--- src/hw/rtl/pulse_triangle_noise_tone_gen_core_assert.svh ---
// Assertion helpers for the tone generator core.
`ifndef PULSE_TRIANGLE_NOISE_TONE_GEN_CORE_ASSERT_SVH
`define PULSE_TRIANGLE_NOISE_TONE_GEN_CORE_ASSERT_SVH

// Consequent must hold in the same cycle as the antecedent.
`define PTNG_ASSERT_NOW(label, ante, cons, msg) \
  label: assert property (@(posedge clk) disable iff (!rst_n) (ante) |-> (cons)) \
    else $error(msg);

// Consequent must hold in the cycle after the antecedent.
`define PTNG_ASSERT_NEXT(label, ante, cons, msg) \
  label: assert property (@(posedge clk) disable iff (!rst_n) (ante) |=> (cons)) \
    else $error(msg);

`endif

--- src/hw/rtl/ptng_pkg.sv ---
package ptng_pkg;

  // request kinds on in_tuser
  localparam logic [1:0] OP_TICK     = 2'd0;
  localparam logic [1:0] OP_NOTE_ON  = 2'd1;
  localparam logic [1:0] OP_KEY_OFF  = 2'd2;

  // waveform codes
  localparam logic [1:0] WAVE_PULSE = 2'd0;
  localparam logic [1:0] WAVE_TRI   = 2'd1;
  localparam logic [1:0] WAVE_NOISE = 2'd2;

  // configuration register indexes
  localparam logic [1:0] REG_WAVEFORM    = 2'd0;
  localparam logic [1:0] REG_DUTY_SELECT = 2'd1;
  localparam logic [1:0] REG_SHORT_MODE  = 2'd2;
  localparam logic [1:0] REG_NOISE_STEP  = 2'd3;

  localparam logic [15:0] NOISE_STEP_RST = 16'd10389;

  localparam int STEP_W  = 24;
  localparam int NOTE_W  = 7;
  localparam int VOL_W   = 8;
  localparam int LEVEL_W = 4;
  localparam int OUT_W   = 16;
  localparam int PER_W   = 12;

  // scale = |2*level-15| * volume * 32767 / 3825
  localparam int M_W         = 12;
  localparam int X_W         = 27;
  localparam int Q_W         = 16;
  localparam int SCALE_DIV   = 15 * 255;
  localparam int SCALE_SHIFT = 32;
  localparam int RECIP_W     = 21;
  localparam logic [RECIP_W-1:0] SCALE_RECIP =
    RECIP_W'((64'd1 << SCALE_SHIFT) / SCALE_DIV);

  localparam logic [7:0] DUTY_BITS [4] = '{8'h40, 8'h60, 8'h78, 8'h9F};

  localparam logic [LEVEL_W-1:0] TRI_RAMP [32] = '{
    4'd15, 4'd14, 4'd13, 4'd12, 4'd11, 4'd10, 4'd9, 4'd8,
    4'd7, 4'd6, 4'd5, 4'd4, 4'd3, 4'd2, 4'd1, 4'd0,
    4'd0, 4'd1, 4'd2, 4'd3, 4'd4, 4'd5, 4'd6, 4'd7,
    4'd8, 4'd9, 4'd10, 4'd11, 4'd12, 4'd13, 4'd14, 4'd15};

  localparam logic [PER_W-1:0] NOISE_PERIODS [16] = '{
    12'd4, 12'd8, 12'd16, 12'd32, 12'd64, 12'd96, 12'd128, 12'd160,
    12'd202, 12'd254, 12'd380, 12'd508, 12'd762, 12'd1016, 12'd2034, 12'd4068};

  typedef struct packed {
    logic note_on;
    logic key_off;
    logic tick;
    logic mul_m;
    logic mul_x;
    logic mul_q;
    logic mul_p;
    logic fix;
    logic lfsr_step;
    logic load_out;
  } cmd_t;

  typedef struct packed {
    logic active;
    logic noise_sel;
    logic cnt_le0;
  } status_t;

endpackage

--- src/hw/rtl/ptng_ctrl.sv ---
module ptng_ctrl (
  input  logic               clk,
  input  logic               rst_n,
  input  logic               in_tvalid,
  input  logic [1:0]         in_op,
  output logic               in_tready,
  output logic               out_tvalid,
  input  logic               out_tready,
  input  ptng_pkg::status_t  status,
  output ptng_pkg::cmd_t     cmd
);

  localparam logic [2:0] S_IDLE  = 3'd0;
  localparam logic [2:0] S_MUL   = 3'd1;
  localparam logic [2:0] S_XMUL  = 3'd2;
  localparam logic [2:0] S_QMUL  = 3'd3;
  localparam logic [2:0] S_PMUL  = 3'd4;
  localparam logic [2:0] S_FIX   = 3'd5;
  localparam logic [2:0] S_NOISE = 3'd6;
  localparam logic [2:0] S_OUT   = 3'd7;

  logic [2:0] state_r, state_nxt;
  logic       out_valid_r, out_valid_nxt;
  logic       acc;

  assign in_tready  = (state_r == S_IDLE);
  assign out_tvalid = out_valid_r;
  assign acc        = in_tvalid && in_tready;

  always_comb begin
    cmd       = '0;
    state_nxt = state_r;
    case (state_r)
      S_IDLE: begin
        cmd.note_on  = acc && (in_op == ptng_pkg::OP_NOTE_ON);
        cmd.key_off  = acc && (in_op == ptng_pkg::OP_KEY_OFF);
        cmd.tick     = acc && (in_op == ptng_pkg::OP_TICK);
        if (cmd.tick) begin
          state_nxt = status.active ? S_MUL : S_OUT;
        end
      end
      S_MUL: begin
        cmd.mul_m = 1'b1;
        state_nxt = S_XMUL;
      end
      S_XMUL: begin
        cmd.mul_x = 1'b1;
        state_nxt = S_QMUL;
      end
      S_QMUL: begin
        cmd.mul_q = 1'b1;
        state_nxt = S_PMUL;
      end
      S_PMUL: begin
        cmd.mul_p = 1'b1;
        state_nxt = S_FIX;
      end
      S_FIX: begin
        cmd.fix   = 1'b1;
        state_nxt = status.noise_sel ? S_NOISE : S_OUT;
      end
      S_NOISE: begin
        // one timer reload and one shift per cycle until the timer is positive
        if (status.cnt_le0) begin
          cmd.lfsr_step = 1'b1;
        end else begin
          state_nxt = S_OUT;
        end
      end
      S_OUT: begin
        if (!out_valid_r || out_tready) begin
          cmd.load_out = 1'b1;
          state_nxt    = S_IDLE;
        end
      end
      default: state_nxt = S_IDLE;
    endcase
  end

  always_comb begin
    if (cmd.load_out) begin
      out_valid_nxt = 1'b1;
    end else if (out_tready) begin
      out_valid_nxt = 1'b0;
    end else begin
      out_valid_nxt = out_valid_r;
    end
  end

  always_ff @(posedge clk) begin
    if (!rst_n) begin
      state_r     <= S_IDLE;
      out_valid_r <= 1'b0;
    end else begin
      state_r     <= state_nxt;
      out_valid_r <= out_valid_nxt;
    end
  end

endmodule

--- src/hw/rtl/ptng_datapath.sv ---
module ptng_datapath #(
  parameter int PHASE_BITS      = 24,
  parameter int TIMER_FRAC_BITS = 8
) (
  input  logic                                   clk,
  input  logic                                   rst_n,
  input  ptng_pkg::cmd_t                         cmd,
  input  logic [ptng_pkg::STEP_W-1:0]            in_phase_step,
  input  logic [ptng_pkg::NOTE_W-1:0]            in_note_number,
  input  logic [ptng_pkg::VOL_W-1:0]             in_velocity,
  input  logic                                   cfg_wr_en,
  input  logic [1:0]                             cfg_addr,
  input  logic [15:0]                            cfg_wdata,
  output ptng_pkg::status_t                      status,
  output logic [ptng_pkg::LEVEL_W-1:0]           out_level,
  output logic signed [ptng_pkg::OUT_W-1:0]      out_scaled,
  output logic                                   out_sounding
);

  // timer holds the longest period plus fraction, and one noise step below zero
  localparam int CNT_MAG = (ptng_pkg::PER_W + 1 + TIMER_FRAC_BITS > 17) ?
                           (ptng_pkg::PER_W + 1 + TIMER_FRAC_BITS) : 17;
  localparam int CNT_W   = CNT_MAG + 1;

  // configuration
  logic [1:0]  wave_r, wave_nxt;
  logic [1:0]  duty_r, duty_nxt;
  logic        short_r, short_nxt;
  logic [15:0] nstep_r, nstep_nxt;

  // voice state
  logic [PHASE_BITS-1:0]   phase_r, phase_nxt;
  logic [PHASE_BITS-1:0]   step_r, step_nxt;
  logic [14:0]             lfsr_r, lfsr_nxt;
  logic signed [CNT_W-1:0] cnt_r, cnt_nxt;
  logic [3:0]              nidx_r, nidx_nxt;
  logic [7:0]              vol_r, vol_nxt;
  logic                    active_r, active_nxt;

  // per-sample work registers
  logic [ptng_pkg::LEVEL_W-1:0] level_r;
  logic                         neg_r;
  logic [3:0]                   mag_r;
  logic                         sounding_r;
  logic [ptng_pkg::M_W-1:0]     m_r;
  logic [ptng_pkg::X_W-1:0]     x_r;
  logic [ptng_pkg::Q_W-1:0]     q_r;
  logic [ptng_pkg::X_W-1:0]     p_r;

  logic [ptng_pkg::LEVEL_W-1:0] lvl;
  logic [2:0]                   p3;
  logic [4:0]                   tri_idx;
  logic [3:0]                   new_idx;
  logic signed [CNT_W-1:0]      reload_cur;
  logic signed [CNT_W-1:0]      reload_new;
  logic                         fb;
  logic [ptng_pkg::X_W-1:0]     rem;

  assign p3      = phase_r[PHASE_BITS-1 -: 3];
  assign tri_idx = phase_r[PHASE_BITS-1 -: 5];
  assign new_idx = ~in_note_number[3:0];

  assign reload_cur = $signed(CNT_W'(ptng_pkg::NOISE_PERIODS[nidx_r]) << TIMER_FRAC_BITS);
  assign reload_new = $signed(CNT_W'(ptng_pkg::NOISE_PERIODS[new_idx]) << TIMER_FRAC_BITS);

  assign fb  = lfsr_r[0] ^ (short_r ? lfsr_r[6] : lfsr_r[1]);
  assign rem = x_r - p_r;

  always_comb begin
    case (wave_r)
      ptng_pkg::WAVE_PULSE: lvl = ptng_pkg::DUTY_BITS[duty_r][3'd7 - p3] ? 4'd15 : 4'd0;
      ptng_pkg::WAVE_TRI:   lvl = ptng_pkg::TRI_RAMP[tri_idx];
      ptng_pkg::WAVE_NOISE: lvl = lfsr_r[0] ? 4'd0 : 4'd15;
      default:              lvl = 4'd0;
    endcase
  end

  always_comb begin
    wave_nxt   = wave_r;
    duty_nxt   = duty_r;
    short_nxt  = short_r;
    nstep_nxt  = nstep_r;
    phase_nxt  = phase_r;
    step_nxt   = step_r;
    lfsr_nxt   = lfsr_r;
    cnt_nxt    = cnt_r;
    nidx_nxt   = nidx_r;
    vol_nxt    = vol_r;
    active_nxt = active_r;

    if (cfg_wr_en) begin
      case (cfg_addr)
        ptng_pkg::REG_WAVEFORM:    wave_nxt  = cfg_wdata[1:0];
        ptng_pkg::REG_DUTY_SELECT: duty_nxt  = cfg_wdata[1:0];
        ptng_pkg::REG_SHORT_MODE:  short_nxt = cfg_wdata[0];
        ptng_pkg::REG_NOISE_STEP:  nstep_nxt = cfg_wdata;
        default: ;
      endcase
    end

    if (cmd.note_on) begin
      step_nxt   = PHASE_BITS'(in_phase_step);
      nidx_nxt   = new_idx;
      cnt_nxt    = reload_new;
      vol_nxt    = in_velocity;
      active_nxt = 1'b1;
    end
    if (cmd.key_off) begin
      active_nxt = 1'b0;
    end

    if (cmd.tick && active_r) begin
      if (wave_r == ptng_pkg::WAVE_NOISE) begin
        cnt_nxt = cnt_r - $signed(CNT_W'(nstep_r));
      end else begin
        phase_nxt = phase_r + step_r;
      end
    end

    if (cmd.lfsr_step) begin
      cnt_nxt  = cnt_r + reload_cur;
      lfsr_nxt = {fb, lfsr_r[14:1]};
    end
  end

  always_ff @(posedge clk) begin
    if (!rst_n) begin
      wave_r   <= ptng_pkg::WAVE_PULSE;
      duty_r   <= 2'd0;
      short_r  <= 1'b0;
      nstep_r  <= ptng_pkg::NOISE_STEP_RST;
      phase_r  <= '0;
      step_r   <= '0;
      lfsr_r   <= 15'd1;
      cnt_r    <= '0;
      nidx_r   <= 4'd0;
      vol_r    <= 8'd0;
      active_r <= 1'b0;
    end else begin
      wave_r   <= wave_nxt;
      duty_r   <= duty_nxt;
      short_r  <= short_nxt;
      nstep_r  <= nstep_nxt;
      phase_r  <= phase_nxt;
      step_r   <= step_nxt;
      lfsr_r   <= lfsr_nxt;
      cnt_r    <= cnt_nxt;
      nidx_r   <= nidx_nxt;
      vol_r    <= vol_nxt;
      active_r <= active_nxt;
    end
  end

  // scaling chain: |2L-15| is odd, built from the low level bits
  always_ff @(posedge clk) begin
    if (cmd.tick) begin
      level_r    <= active_r ? lvl : 4'd0;
      sounding_r <= active_r;
      neg_r      <= ~lvl[3];
      mag_r      <= lvl[3] ? {lvl[2:0], 1'b1} : {~lvl[2:0], 1'b1};
    end
    if (cmd.mul_m) begin
      m_r <= ptng_pkg::M_W'(mag_r) * ptng_pkg::M_W'(vol_r);
    end
    if (cmd.mul_x) begin
      x_r <= (ptng_pkg::X_W'(m_r) << 15) - ptng_pkg::X_W'(m_r);
    end
    if (cmd.mul_q) begin
      q_r <= ptng_pkg::Q_W'((48'(x_r) * 48'(ptng_pkg::SCALE_RECIP)) >> ptng_pkg::SCALE_SHIFT);
    end
    if (cmd.mul_p) begin
      p_r <= ptng_pkg::X_W'(q_r) * ptng_pkg::X_W'(ptng_pkg::SCALE_DIV);
    end
    if (cmd.fix && (rem >= ptng_pkg::X_W'(ptng_pkg::SCALE_DIV))) begin
      q_r <= q_r + 16'd1;
    end
    if (cmd.load_out) begin
      out_level    <= level_r;
      out_sounding <= sounding_r;
      if (!sounding_r) begin
        out_scaled <= '0;
      end else if (neg_r) begin
        out_scaled <= $signed(16'd0 - q_r);
      end else begin
        out_scaled <= $signed(q_r);
      end
    end
  end

  assign status.active    = active_r;
  assign status.noise_sel = (wave_r == ptng_pkg::WAVE_NOISE);
  assign status.cnt_le0   = cnt_r[CNT_W-1] || (cnt_r == '0);

endmodule

--- src/hw/rtl/pulse_triangle_noise_tone_gen_core.sv ---
// Pulse / triangle / noise tone generator.
// Input stream: in_tuser carries the request kind (sample tick, note on,
// note off); in_tdata carries phase step, note number and velocity, used by
// note on only. Note on and note off give no result.
// Each sample tick gives exactly one result on the output stream: the 4-bit
// waveform level, the volume-scaled signed sample, and a sounding flag.
// A tick runs the scaling as a chain of four registered multiplies and one
// correction step, then goes to the output state; noise adds a state after the
// correction that takes one shift-register step per timer reload that the timer
// runs through in that sample (large noise_step against short periods can mean
// many steps). A silent tick goes straight to the output state. in_tready is high
// only while the controller is idle, one request at a time: a tick keeps it busy
// until its result is loaded; note requests are taken every cycle. The output
// register holds a finished result while the receiver stalls; the next request
// is still taken, and its result waits in the last state. Reset (rst_n low,
// synchronous) silences the voice, restores register defaults and seeds the
// noise shift register with one. Configuration writes go through cfg_wr_en /
// cfg_addr / cfg_wdata; the user writes only while idle, unchecked by the block.
`include "pulse_triangle_noise_tone_gen_core_assert.svh"

module pulse_triangle_noise_tone_gen_core #(
  parameter int PHASE_BITS      = 24,
  parameter int TIMER_FRAC_BITS = 8
) (
  input  logic        clk,
  input  logic        rst_n,
  // in_tdata: phase_step[23:0], note_number[30:24], velocity[38:31], zero pad[39]
  input  logic [39:0] in_tdata,
  // in_tuser: op[1:0]
  input  logic [1:0]  in_tuser,
  input  logic        in_tvalid,
  output logic        in_tready,
  // out_tdata: level[3:0], scaled[19:4], zero pad[23:20]
  output logic [23:0] out_tdata,
  // out_tuser: sounding[0]
  output logic        out_tuser,
  output logic        out_tvalid,
  input  logic        out_tready,
  input  logic        cfg_wr_en,
  input  logic [1:0]  cfg_addr,
  input  logic [15:0] cfg_wdata
);

  ptng_pkg::cmd_t    cmd;
  ptng_pkg::status_t status;

  logic [ptng_pkg::LEVEL_W-1:0]      level;
  logic signed [ptng_pkg::OUT_W-1:0] scaled;

  ptng_ctrl u_ctrl (
    .clk        (clk),
    .rst_n      (rst_n),
    .in_tvalid  (in_tvalid),
    .in_op      (in_tuser),
    .in_tready  (in_tready),
    .out_tvalid (out_tvalid),
    .out_tready (out_tready),
    .status     (status),
    .cmd        (cmd)
  );

  ptng_datapath #(
    .PHASE_BITS      (PHASE_BITS),
    .TIMER_FRAC_BITS (TIMER_FRAC_BITS)
  ) u_datapath (
    .clk            (clk),
    .rst_n          (rst_n),
    .cmd            (cmd),
    .in_phase_step  (in_tdata[23:0]),
    .in_note_number (in_tdata[30:24]),
    .in_velocity    (in_tdata[38:31]),
    .cfg_wr_en      (cfg_wr_en),
    .cfg_addr       (cfg_addr),
    .cfg_wdata      (cfg_wdata),
    .status         (status),
    .out_level      (level),
    .out_scaled     (scaled),
    .out_sounding   (out_tuser)
  );

  // pack the result; pad bits stay zero
  assign out_tdata = {4'd0, scaled, level};

  // a silent sample carries zero level and zero value
  `PTNG_ASSERT_NOW(a_silent_zero, out_tvalid && !out_tuser, out_tdata[19:0] == 20'd0, "silent result not zero")
  // an upper-half level never scales to a negative sample
  `PTNG_ASSERT_NOW(a_sign_match, out_tvalid && out_tuser && out_tdata[3], !out_tdata[19], "sign does not match level")
  // an accepted tick keeps the controller busy in the next cycle
  `PTNG_ASSERT_NEXT(a_tick_busy, in_tvalid && in_tready && (in_tuser == ptng_pkg::OP_TICK), !in_tready, "tick did not start work")

endmodule

--- config.mk ---
export PLATFORM = sky130hd
export DESIGN_NAME = pulse_triangle_noise_tone_gen_core
export DESIGN_NICKNAME = d
export VERILOG_FILES = /design/src/hw/rtl/ptng_pkg.sv /design/src/hw/rtl/ptng_ctrl.sv /design/src/hw/rtl/ptng_datapath.sv /design/src/hw/rtl/pulse_triangle_noise_tone_gen_core.sv
export VERILOG_INCLUDE_DIRS = /design/src /design/src/hw/rtl
export SDC_FILE = /design/constraint.sdc
export NUM_CORES = 1
export LEC_CHECK = 0
export BUFFER_PORTS_ARGS = -buffer_cell sky130_fd_sc_hd__buf_2
export CAP_MARGIN = 20
export CORE_MARGIN = 2
export CORE_UTILIZATION = 48
export DETAILED_ROUTE_END_ITERATION = 12
export GPL_ROUTABILITY_DRIVEN = 0
export GPL_TIMING_DRIVEN = 0
export PLACE_DENSITY = 0.75
export RECOVER_POWER = 25
export SKIP_LAST_GASP = 1
export SYNTH_ARGS = -nofsm -noshare
export SYNTH_HDL_FRONTEND = slang
export SYNTH_HIERARCHICAL = 1
export SYNTH_SLANG_ARGS = --single-unit
--- constraint.sdc ---
create_clock -name clk -period 13.9 [get_ports clk]
set_input_delay 1.39 -clock clk [delete_from_list [all_inputs] [get_ports clk]]
set_output_delay 1.39 -clock clk [all_outputs]
set_load 0.01 [all_outputs]
# Word-level counts from Yosys, hierarchy flattened
# Memories as Yosys holds them, arrays and structs flattened.
# Index checks and enable logic that the tools add are counted.
# Widths: inputs -> output; s select.
[word_totals] register_bits=236 romBits=512 out_inout_bits=27 mem_count=3
[memory_table] memory="(no name shown)" words=16 word_bits=12 rd=1 rd_ports_with_merged_regs=0 write_ports=0 line="ptng_datapath.sv:63" rtl="assign reload_cur = $signed(CNT_W'(ptng_pkg::NOISE_PERIODS[nidx_r]) << TIMER_FRAC_BITS);"
[memory_table] memory="(no name shown)" words=16 word_bits=12 rd=1 rd_ports_with_merged_regs=0 write_ports=0 line="ptng_datapath.sv:64" rtl="assign reload_new = $signed(CNT_W'(ptng_pkg::NOISE_PERIODS[new_idx]) << TIMER_FRAC_BITS);"
[memory_table] memory="(no name shown)" words=32 word_bits=4 rd=1 rd_ports_with_merged_regs=0 write_ports=0 line="ptng_datapath.sv:72" rtl="ptng_pkg::WAVE_TRI: lvl = ptng_pkg::TRI_RAMP[tri_idx];"
[op_classes] n_addsub=8 multipliers=3 n_lt_le_gt_ge=6 n_eq_ne=17 mux=41 bitwise_logic=10 reduce_logical=23
[op_table] op="$mux 22" count=4
[op_table] op="$mul 27x21->48 const B" count=1
[op_table] op="$mux 12" count=4
[op_table] op="$mux 16" count=3
[op_table] op="$ge 27x12->1 const B" count=1
[op_table] op="$mul 16x12->27 const B" count=1
[op_table] op="$sub 27x12->27" count=1
[op_table] op="$sub 27x27->27" count=1
[op_table] op="$add 24x24->24" count=1
[op_table] op="$pmux 3 s8" count=1
[op_table] op="$add 22x21->22" count=1
[op_table] op="$logic_not 22->1" count=1
[op_table] op="$sub 22x17->22" count=1
[op_table] op="$mux 4" count=5
[op_table] op="$add 16x1->16 const B" count=1
[op_table] op="$bmux 8 s2" count=1
[op_table] op="$mux 8" count=2
[op_table] op="$sub 1x16->16 const A" count=1
[op_table] op="$mux 3" count=5
[op_table] op="$mux 1" count=14
[op_table] op="$eq 3x3->1 const B" count=4
[op_table] op="$mul 4x8->12" count=1
[op_table] op="$pmux 4 s3" count=1
[op_table] op="$ge 5x5->1 const B" count=2
[op_table] op="27 further kinds" count=50

# Longest topological paths before layout
# Gate-level depths: netlist of the first run.
[depth] ltp_word=10 mapped_depth=24

# By module
# Netlist of the first run, hierarchy kept.
[by_module_without_submodules] mod="ptng_datapath" instances=1 cells_each=2659 area_each_um2=25136.6 seq_area_each_um2=5745.5
[by_module_without_submodules] mod="ptng_ctrl" instances=1 cells_each=42 area_each_um2=339.1 seq_area_each_um2=80.1
[by_module_without_submodules] mod="pulse_triangle_noise_tone_gen_core" instances=1 cells_each=5 area_each_um2=33.8 seq_area_each_um2=0.0

# Worst setup path after synthesis of the first run
# OpenSTA, ideal clock, no wires.
[synth_timing] path_kind="reg-to-reg" startpoint="register u_datapath/x_r[11] (netlist bit)" endpoint="register u_datapath/q_r[15] (netlist bit) (data pin)" setup_ns=0.270 arrival_time_ns=5.928 t_required_ns=13.630 setup_slack_ns=7.703 stages_incl_launch_ff=25 period_less_slack_ns=6.197 path_cell_list="edfxtp_1 -> ha_1 -> ha_1 -> inv_1 -> fa_1 -> inv_1 -> ha_1 -> inv_1 -> fa_1 -> inv_1 -> fa_1 -> inv_1 -> fa_1 -> inv_1 -> ha_1 -> a211oi_1 -> o21ai_1 -> a211oi_1 -> a211oi_1 -> o31ai_1 -> o21ai_1 -> o41ai_1 -> o21bai_1 -> xnor2_1 -> mux2i_1"
[synth_via] elab_chain_cells=4 word_cells_on_any_way=6 classes_between="add/sub: 1; mul: 1; order compare: 1; mux: 2; reduce/logical: 1"
[synth_rtl] element="start: declaration" line="ptng_datapath.sv:46" rtl="logic [ptng_pkg::X_W-1:0] x_r;"
[synth_rtl] element="start signal: assignment" line="ptng_datapath.sv:166" rtl="x_r <= (ptng_pkg::X_W'(m_r) << 15) - ptng_pkg::X_W'(m_r);"
[synth_rtl] element="branches (longest 3 deep; another with $mul 27x21->48)"
[synth_rtl] element="$mux 16 (*)" line="ptng_datapath.sv:174" rtl="if (cmd.fix && (rem >= ptng_pkg::X_W'(ptng_pkg::SCALE_DIV))) begin"
[synth_rtl] element="end signal: assignment" line="ptng_datapath.sv:169" rtl="q_r <= ptng_pkg::Q_W'((48'(x_r) * 48'(ptng_pkg::SCALE_RECIP)) >> ptng_pkg::SCALE_SHIFT);"
[synth_rtl] element="end signal: assignment" line="ptng_datapath.sv:175" rtl="q_r <= q_r + 16'd1;"
[synth_rtl] element="end: declaration" line="ptng_datapath.sv:47" rtl="logic [ptng_pkg::Q_W-1:0] q_r;"
# Every way passes the cells marked *. The select of a mux whose other input is x is not followed.
# A chain may end at the register's enable or synchronous reset.

# Worst setup path in the final report of the first run
# Same ends and word-level chain as after synthesis.

==> results.md, run 1 <==
- Setup crit start kind: register
- Worst EP required: 14.18 ns
- CP arrival: between 7 and 8 ns
- Postcts setup bufs: 0
- Largest net degree at the start of global routing: 22
- R2r startpoint: u_datapath/x_r[11]$_DFFE_PP_
- Internal reg-to-reg setup slack: about 6.6 ns
- Fin Hold WS: roughly 0.45 ns
- Post-route DRC: 0
- Hold path cells: 2
- Hold buffers post-CTS: 0
- Crit. End Element: register
- Slew HR: -7.26%
- Ports: just over 90
- Synth cell types: around 90
- Die height: about 230 µm
- Starting Density: 48.5%
- Post-DP HPWL: about 48000 µm
- Max-Cap Viols: 1
- Global route overflow: 0
- Mapped Avg Cell Area: 9.43 µm²
- Area grow syn2layout: 8.75%
- Clk sinks: about 240
- Crit share post-route: roughly 53%
- Critical Path Fanout Max: 7
- Top_reg_cell synth: dfxtp_1
- Final setup viols: 0
- Core ar.: about 0.053 mm²
- Initial antenna violation count: 1
- Fin. max-slew vios: 13
- Antenna cells: 0
- Mapped Area: ~0.026 mm²
- Final hold viol count: 0
- Final core utilization: approximately 53%
- PortBufs: ~80
- Vias: 19600
- Fin Clk Skew: between 0.05 and 0.06 ns
- Vias per inst: roughly 5.5
- Failing checks: capacitance limit, slew limit
- Layout fillers: approximately 4700
- Total of warnings raised by yosys: 6
- Clk slew on worst S/H paths: around 0.06 ns
- R2R depth: 24
- Worst R2R End: u_datapath/q_r[15]$_DFFE_PP_
- CTS H-tree depth: 1
- Nets: 3523
- Pin slew with the least headroom to its limit: about 1.6 ns
- CTS Buf Count: 28
- Unrepaired setup endpoints after global routing: false
- GRT Util Overall: between 20 and 25%
- Root Driver: clkbuf_16
- Setup TNS: 0 ns
- Status: finished, violations left
- Fmax achieved: around 140 MHz
- Dpl cell area: between 0.02 and 0.03 mm²
- Post-synth EDFFs: 112
- Multi-input combinational cell area: 0.0176 mm²
- 1st-iter DRT viols: ~1200
- Share of layout cells above drive strength 1: 5.62%
- Clk buf depth: 3
- CTS resizes: 0
- Die area: roughly 0.055 mm²
- Crit Path Class: register to register
- First-pass GRT wire length: 99200 µm
- # rows: 84
- Hold Crit Start: u_datapath/lfsr_r[13]$_SDFFE_PN0P_
- Vias in the first global route: between 20000 and 25000
- Synth Register Bits: around 240
- Worst skew pair latency: 0.60 ns
- WHS Endpoint: u_datapath/lfsr_r[12]$_SDFFE_PN0P_
- Antenna viol nets, final: 0
- DRT Pass-1 Iters: 6
- Die W: approximately 230 µm
- Final wirelength: between 50000 and 60000 µm
- Worst min-delay path class: register to register
- Per-cell routed wire length: approximately 17 µm
- Finished Cell Area: 0.0277 mm²
- TritonCTS clock tree: built
- Post-synthesis sequential area ratio: ~23%
- Ys async rst share: 0%
- Tmin final: 7.32 ns
- Syn Inst Count: 2706
- Reg area: between 0.005 and 0.006 mm²
## Yosys cell counts, types with 41 or more instances
| library cell | count | share of area [%] |
|---|---|---|
| xor2_1 | 48 | 1.6 |
| xnor2_1 | 95 | 3.3 |
| mux2i_1 | 72 | 2.8 |
| fa_1 | 216 | 17 |
| clkbuf_1 | 52 | 0.77 |
| o21ai_0 | 57 | 1.1 |
| a21oi_1 | 151 | 3.0 |
| inv_1 | 478 | 7.0 |
| ha_1 | 417 | 20 |
| nand2_1 | 162 | 2.4 |
| nor3_1 | 41 | 0.80 |
| nor2_1 | 161 | 2.4 |
| dfxtp_1 | 123 | 9.7 |
| edfxtp_1 | 112 | 13 |
| a21o_1 | 56 | 1.6 |
## per-layer routing
metal,track usage (%),part of all wire (%)
met4,8.10,3.8
met1,28.0,42
met2,39.2,49
met5,0,0.022
met3,3.06,5.4
## layout by cell type, fill, tap and decap left out, types with 48 or more instances in the layout
cell type,Yosys,layout
clkbuf_1,52,58
edfxtp_1,112,112
xnor2_1,95,95
o21ai_0,57,58
inv_1,478,479
xor2_1,48,48
fa_1,216,216
a21oi_1,151,151
dfxtp_1,123,123
a21o_1,56,56
ha_1,417,417
nand2_1,162,162
buf_2,1,81
mux2i_1,72,72
nor2_1,161,161
## logic make-up (layout without fill, tap and decap cells)
logic type               after synthesis  count (layout)  synth area share [%]
AO/OA/AOI/OAI                        497             497                  12.8
XOR/XNOR                             143             143                  4.91
adder cells (fa/ha/maj)              634             634                  37.4
buffers and inverters                551             689                  8.29
flip-flops                           235             235                  22.8
multiplexers                          76              76                  3.05
other                                  1               4                0.0147
AND/OR/NAND/NOR                      569             569                  10.6
## metrics by stage
| stage | std cells | setup slack [ns] |
|---|---|---|
| 6_report | 3535 | 6.58 |
| 5_1_grt | 3535 | 6.10 |
| 4_1_cts | 3535 | 6.59 |
| 3_5_place_dp | 3483 | 6.71 |
| 3_3_place_gp | 3479 | 6.75 |
| 2_1_floorplan | 2709 | 7.70 |
## registers in the layout (all words and copies together) (netlist names), 15 cells and up
signal / cells
u_datapath/p_r: 27
u_datapath/x_r: 27
u_datapath/phase_r: 24
u_datapath/step_r: 24
u_datapath/cnt_r: 22
u_datapath/nstep_r: 16
u_datapath/out_scaled: 16
u_datapath/q_r: 16
u_datapath/lfsr_r: 15
## worst max path at each step
stage,start,end,slack (ns),cells after the start
floorplan,u_datapath/x_r[11]$_DFFE_PP_,u_datapath/q_r[15]$_DFFE_PP_,7.70,24
global placement,u_datapath/x_r[11]$_DFFE_PP_,u_datapath/q_r[15]$_DFFE_PP_,6.75,24
detailed placement,u_datapath/x_r[11]$_DFFE_PP_,u_datapath/q_r[15]$_DFFE_PP_,6.71,24
CTS,u_datapath/x_r[11]$_DFFE_PP_,u_datapath/q_r[15]$_DFFE_PP_,6.59,24
global route,u_datapath/x_r[11]$_DFFE_PP_,u_datapath/q_r[15]$_DFFE_PP_,6.10,24
finish,u_datapath/x_r[11]$_DFFE_PP_,u_datapath/q_r[15]$_DFFE_PP_,6.58,24
## area by class of cell
type	count	share of cell area, %
Timing Repair Buffer	86	1.53
Tap cell	688	3.10
Clock buffer	33	2.81
Buffer	67	1.07
Clock inverter	19	0.555
Sequential cell	235	21.0
Inverter	484	6.55
Multi-Input combinational cell	1923	63.4
## critical path, cell delays in order, from the launching register on
cell and delay (ns):
edfxtp_1 0.76, ha_1 0.37, ha_1 0.28, inv_1 0.05, fa_1 0.52, inv_1 0.05
ha_1 0.26, inv_1 0.04, fa_1 0.49, inv_1 0.06, fa_1 0.54, inv_1 0.06
fa_1 0.49, inv_1 0.04, ha_1 0.32, a211oi_1 0.35, o21ai_1 0.14, a211oi_1 0.35
a211oi_1 0.24, o31ai_1 0.48, o21ai_1 0.21, o41ai_1 0.47, o21bai_1 0.16, xnor2_1 0.18
mux2i_1 0.09
Power of run 1 is not shown: default switching activity piles up to over one toggle a cycle in this logic, so the estimate is an artifact.
==> run 2: changes to the inputs <==
--- a/config.mk
+++ b/config.mk
@@ -13,7 +13,7 @@
 export DETAILED_ROUTE_END_ITERATION = 12
 export GPL_ROUTABILITY_DRIVEN = 0
 export GPL_TIMING_DRIVEN = 0
-export PLACE_DENSITY = 0.75
+export PLACE_DENSITY = 0.78
 export RECOVER_POWER = 25
 export SKIP_LAST_GASP = 1
 export SYNTH_ARGS = -nofsm -noshare
==> constraint.sdc (replaced) <==
create_clock -name clk -period 6.4 [get_ports clk]
set_input_delay 0.64 -clock clk [delete_from_list [all_inputs] [get_ports clk]]
set_output_delay 0.64 -clock clk [all_outputs]
set_load 0.01 [all_outputs]
==> results.md, run 2 (synthesis results as in run 1) <==
- Final worst slack: between 0.06 and 0.07 ns
- # rows: between 80 and 90
- Clk slew on worst S/H paths: roughly 0.07 ns
- Final wirelength: roughly 60000 µm
- Status: completed
- Post-route DRC: 0
- Starting Density: 48.5%
- Most frequent cells in the layout: inv_1, ha_1, fa_1, nor2_1, nand2_1
- Final hold viol count: 0
- Ports: 92
- Critical Path Fanout Max: 5
- Die W: 235 µm
- Per-cell routed wire length: roughly 17 µm
- Unrepaired setup endpoints after global routing: true
- Worst EP required: 6.70 ns
- Crit Path Class: register to register
- Hold buffers post-CTS: 0
- Max-Cap Viols: 0
- Antenna cells: 0
- Share of layout cells above drive strength 1: approximately 9%
- Vias: 19500
- Tmin final: approximately 6.3 ns
- Pin slew with the least headroom to its limit: between 1 and 1.5 ns
- Crit share post-route: roughly 99%
- GRT Util Overall: 21.9%
- Slew HR: between 10% and 20%
- Vias per inst: between 5 and 6
- Vias in the first global route: about 19000
- Nets: roughly 3600
- Fmax achieved: 158 MHz
- Initial antenna violation count: 0
- Core ar.: ~0.053 mm²
- CTS Buf Count: 27
- Die area: ~0.055 mm²
- Post-DP HPWL: between 40000 and 50000 µm
- Clk sinks: around 240
- First-pass GRT wire length: about 96000 µm
- Largest regs: u_datapath/p_r (27), u_datapath/x_r (27)
- Crit. End Element: register
- 1st-iter DRT viols: 1196
- Worst min-delay path class: primary input to register
- CP arrival: between 6 and 7 ns
- Clk buf depth: 3
- Fin Hold WS: between 0.2 and 0.3 ns
- Die height: about 230 µm
- Global route overflow: 0
- TritonCTS clock tree: built
- Layout fillers: between 4000 and 5000
- Area grow syn2layout: 12.2%
- Root Driver: clkbuf_16
- Dpl ws: -0.898 ns
- Final core utilization: roughly 54%
- Antenna viol nets, final: 0
- PortBufs: between 80 and 90
- Setup crit start kind: register
- Fin Clk Skew: around 0.013 ns
- DRT Pass-1 Iters: 7
- CTS H-tree depth: 1
- Commonest non-fill, non-tap cell in the layout: inv_1
- Worst skew pair latency: roughly 0.58 ns
- Final setup viols: 0
- Fin. max-slew vios: 0
- Largest net degree at the start of global routing: 22
[run 2: cell count changes in the layout (fill, tap and decap cells not counted), sizes merged]
cell	previous run	this run
clkinvlp	1	2
bufinv	0	3
inv	487	486
buf	95	141
clkinv	15	10
clkbuf	91	104
[run 2: repair_timing]
| action | in CTS | in global routing |
|---|---|---|
| pin swaps | 1 | 26 |
| buffers inserted | 28 | 32 |
| gates resized for setup | 10 | 52 |
| setup endpoints to repair | 8 | 8 |
[run 2: worst paths after layout]
path,start,endpoint,slack (ns),cells after the start
worst max-delay path,u_datapath/x_r[11]$_DFFE_PP_,u_datapath/q_r[15]$_DFFE_PP_,0.07,21
worst min-delay path,cfg_wdata[13],u_datapath/nstep_r[13]$_SDFFE_PN1P_,0.29,3
worst max register to register,u_datapath/x_r[11]$_DFFE_PP_,u_datapath/q_r[15]$_DFFE_PP_,0.07,21
worst min register to register,u_datapath/level_r[3]$_SDFFCE_PN0P_,u_datapath/out_level[3]$_DFFE_PP_,0.42,0
[run 2: metrics by stage]
stage          setup TNS, ns  instances  instance area [µm²]
6_report                   0       3592                28600
3_3_place_gp           -4.09       3479                26800
5_1_grt               -0.305       3592                28600
2_1_floorplan              0       2709                25500
3_5_place_dp           -3.98       3482                26800
4_1_cts                    0       3560                28100
[run 2: cell type report]
type                    instances  area (µm²)  area share (%)
repair buffers                145         885            3.09
clock buffers                  33         759            2.65
well taps                     688         861            3.01
plain buffers                  67         293            1.02
clock inverters                17         189           0.660
inverters                     484        1820            6.35
flip-flops and latches        235        5830            20.4
multi-input cells            1923       18000            62.9
[run 2: critical path, stage by stage (launching register included)]
cell and delay, ns:
edfxtp_1 0.40, buf_4 0.16, buf_6 0.15, ha_1 0.33, fa_1 0.59, fa_1 0.47
fa_1 0.54, fa_1 0.55, inv_1 0.05, fa_1 0.50, inv_1 0.04, ha_1 0.33
nand2_2 0.11, nor2_1 0.08, a221oi_4 0.32, o22ai_2 0.16, o31ai_4 0.36, o21ai_2 0.12
o41ai_2 0.36, o21bai_1 0.16, xnor2_1 0.18, mux2i_1 0.11
[run 2: routing by layer]
metal  share of wire (%)  global-route usage (%)  wire, µm
met1                  42                    27.8     24900
met2                  48                    37.3     28600
met3                 6.6                    4.02      3980
met4                 3.9                    7.65      2330
met5                   0                       0         0
Power of run 2 is left out for the same reason.
==> run 3: changes to the inputs <==
--- a/config.mk
+++ b/config.mk
@@ -13,8 +13,9 @@
 export DETAILED_ROUTE_END_ITERATION = 12
 export GPL_ROUTABILITY_DRIVEN = 0
 export GPL_TIMING_DRIVEN = 0
-export PLACE_DENSITY = 0.78
+export PLACE_DENSITY = 0.7
 export RECOVER_POWER = 25
+export SKIP_CTS_REPAIR_TIMING = 1
 export SKIP_LAST_GASP = 1
 export SYNTH_ARGS = -nofsm -noshare
 export SYNTH_HDL_FRONTEND = slang
==> results.md, run 3 (synthesis results as in run 1) <==
- Status: completed
- WHS Endpoint: u_datapath/nstep_r[11]$_SDFFE_PN1P_
- Vias per inst: roughly 5.4
- 1st-iter DRT viols: 1061
- Share of layout cells above drive strength 1: 8.57%
- Worst min-delay path class: primary input to register
- Worst Path Buf+Inv: 5
- Die height: between 200 and 250 µm
- Crit. End Element: register
- Unrepaired setup endpoints after global routing: true
- Antenna viol nets, final: 0
- Vias: ~20000
- Fin. max-slew vios: 0
- First-pass GRT wire length: just under 100000 µm
- Worst R2R End: u_datapath/q_r[15]$_DFFE_PP_
- Worst EP required: ~6.7 ns
- Largest net degree at the start of global routing: 22
- Crit Path Class: register to register
- Final wirelength: roughly 60000 µm
- R2R depth: 22
- Post-route DRC: 0
- Max layer used: met4
- Clk slew on worst S/H paths: approximately 0.060 ns
- DRT Pass-1 Iters: 6
- Die W: 235 µm
- Worst path slowest cell: fa_1
- Reg area: 0.00583 mm²
- Finished Cell Area: 0.0284 mm²
- Multi-input combinational cell area: approximately 0.018 mm²
- R2r startpoint: u_datapath/x_r[11]$_DFFE_PP_
- Final setup viols: 0
- Internal reg-to-reg setup slack: 0.02 ns
- Most frequent cells in the layout: inv_1, ha_1, fa_1, nor2_1, nand2_1
- Clk sinks: roughly 240
- Antenna cells: 0
- Worst skew pair latency: approximately 0.57 ns
- Global route overflow: 0
- GRT Util Overall: 22.2%
- Nets: approximately 3600
- Initial antenna violation count: 0
- Routed wl met2: ~30000 µm
- PortBufs: slightly above 80
- Pin slew with the least headroom to its limit: 1.29 ns
- Fmax achieved: about 160 MHz
- Crit share post-route: between 90% and 100%
- Cell repeated most along the worst path: fa_1
- Clk buf depth: 3
- # rows: 84
- Setup TNS: 0 ns
- Crit path cell chain: buf_4 > buf_4 > ha_1 > fa_1 > fa_1 > inv_1 > fa_1 > inv_1 > fa_1 > ha_1 > ha_1 > a2111oi_2 > o21ai_1 > a221oi_2 > o22ai_2 > o31ai_4 > o21ai_2 > o41ai_2 > buf_4 > o21bai_1 > xnor2_1 > mux2i_1
- Finished Layout Cells: approximately 3600
- CTS H-tree depth: 1
- Critical Path Fanout Max: 6
- CP arrival: 6.67 ns
- Vias in the first global route: 20100
- Area grow syn2layout: 11.5%
- Post-DP HPWL: between 40000 and 50000 µm
- Die area: 0.0550 mm²
- Per-cell routed wire length: 16.8 µm
- Dpl cell area: around 0.027 mm²
- CP top delay family: adder cells
- Root Driver: clkbuf_16
- Core ar.: 0.0526 mm²
- Hold Crit Start: cfg_wdata[11]
- Layout fillers: around 4600
- Met3 Routed Length: around 2800 µm
- Setup crit start kind: register
- Max-Cap Viols: 0
- CTS Buf Count: 27
- Fin Clk Skew: around 0.033 ns
- Wire length on met1: ~26000 µm
- Placed instance count: 3483
- Largest regs: u_datapath/p_r (27), u_datapath/x_r (27)
- Hold path cells: 3
- TritonCTS clock tree: built
- Final hold viol count: 0
- Ports: 92
- Tmin final: 6.38 ns
- Starting Density: roughly 49%
- Commonest non-fill, non-tap cell in the layout: inv_1
- Slew HR: around 14%
- CP max stage delay: roughly 0.54 ns
[run 3: cell count changes in the layout (fill, tap and decap cells not counted), sizes merged]
cell | previous run | this run
clkinv | 10 | 4
bufinv | 3 | 0
clkbuf | 104 | 102
clkinvlp | 2 | 0
buf | 141 | 156
[run 3: per-layer routing]
metal | global-route usage [%] | vias up
met2 | 39.8 | 474
met1 | 28.8 | 9484
met4 | 4.74 | 0
met3 | 2.69 | 103
met5 | 0 | -
li1 | - | 9512
[run 3: worst reg2reg max path: stages (launching register included)]
cell	delay, ns
edfxtp_1	0.37
buf_4	0.20
buf_4	0.17
ha_1	0.31
fa_1	0.51
fa_1	0.54
inv_1	0.06
fa_1	0.53
inv_1	0.05
fa_1	0.42
ha_1	0.20
ha_1	0.36
a2111oi_2	0.43
o21ai_1	0.15
a221oi_2	0.32
o22ai_2	0.18
o31ai_4	0.36
o21ai_2	0.13
o41ai_2	0.32
buf_4	0.18
o21bai_1	0.07
xnor2_1	0.14
mux2i_1	0.08
[run 3: layout make-up]
type                            instances  area share [%]
Timing Repair Buffer                  148            3.13
Clock buffer                           43            2.94
Tap cell                              688            3.03
Buffer                                 67            1.03
Sequential cell                       235            20.5
Inverter                              484            6.39
Clock inverter                          6           0.176
Multi-Input combinational cell       1923            62.8
[run 3: through the flow]
| step | util, % | setup slack (ns) | hold slack, ns |
|---|---|---|---|
| detailed placement | 51.1 | -0.866 | 0.407 |
| global placement | 51.0 | -0.802 | 0.412 |
| floorplan | - | 0.203 | 0.400 |
| finish | 54.1 | 0.0153 | 0.297 |
| global route | 54.1 | -0.194 | 0.297 |
| CTS | 52.8 | -0.984 | 0.260 |
[run 3: how the worst max path moves through the flow]
stage,depth (start not counted),start,slack (ns),end
after floorplan,24,u_datapath/x_r[11]$_DFFE_PP_,0.20,u_datapath/q_r[15]$_DFFE_PP_
after global placement,24,u_datapath/x_r[11]$_DFFE_PP_,-0.80,u_datapath/q_r[15]$_DFFE_PP_
after detailed placement,24,u_datapath/x_r[11]$_DFFE_PP_,-0.87,u_datapath/q_r[15]$_DFFE_PP_
after CTS,24,u_datapath/x_r[11]$_DFFE_PP_,-0.98,u_datapath/q_r[15]$_DFFE_PP_
after global routing,22,u_datapath/x_r[11]$_DFFE_PP_,-0.19,u_datapath/q_r[15]$_DFFE_PP_
final,22,u_datapath/x_r[11]$_DFFE_PP_,0.02,u_datapath/q_r[15]$_DFFE_PP_
Power of run 3 is left out for the same reason.
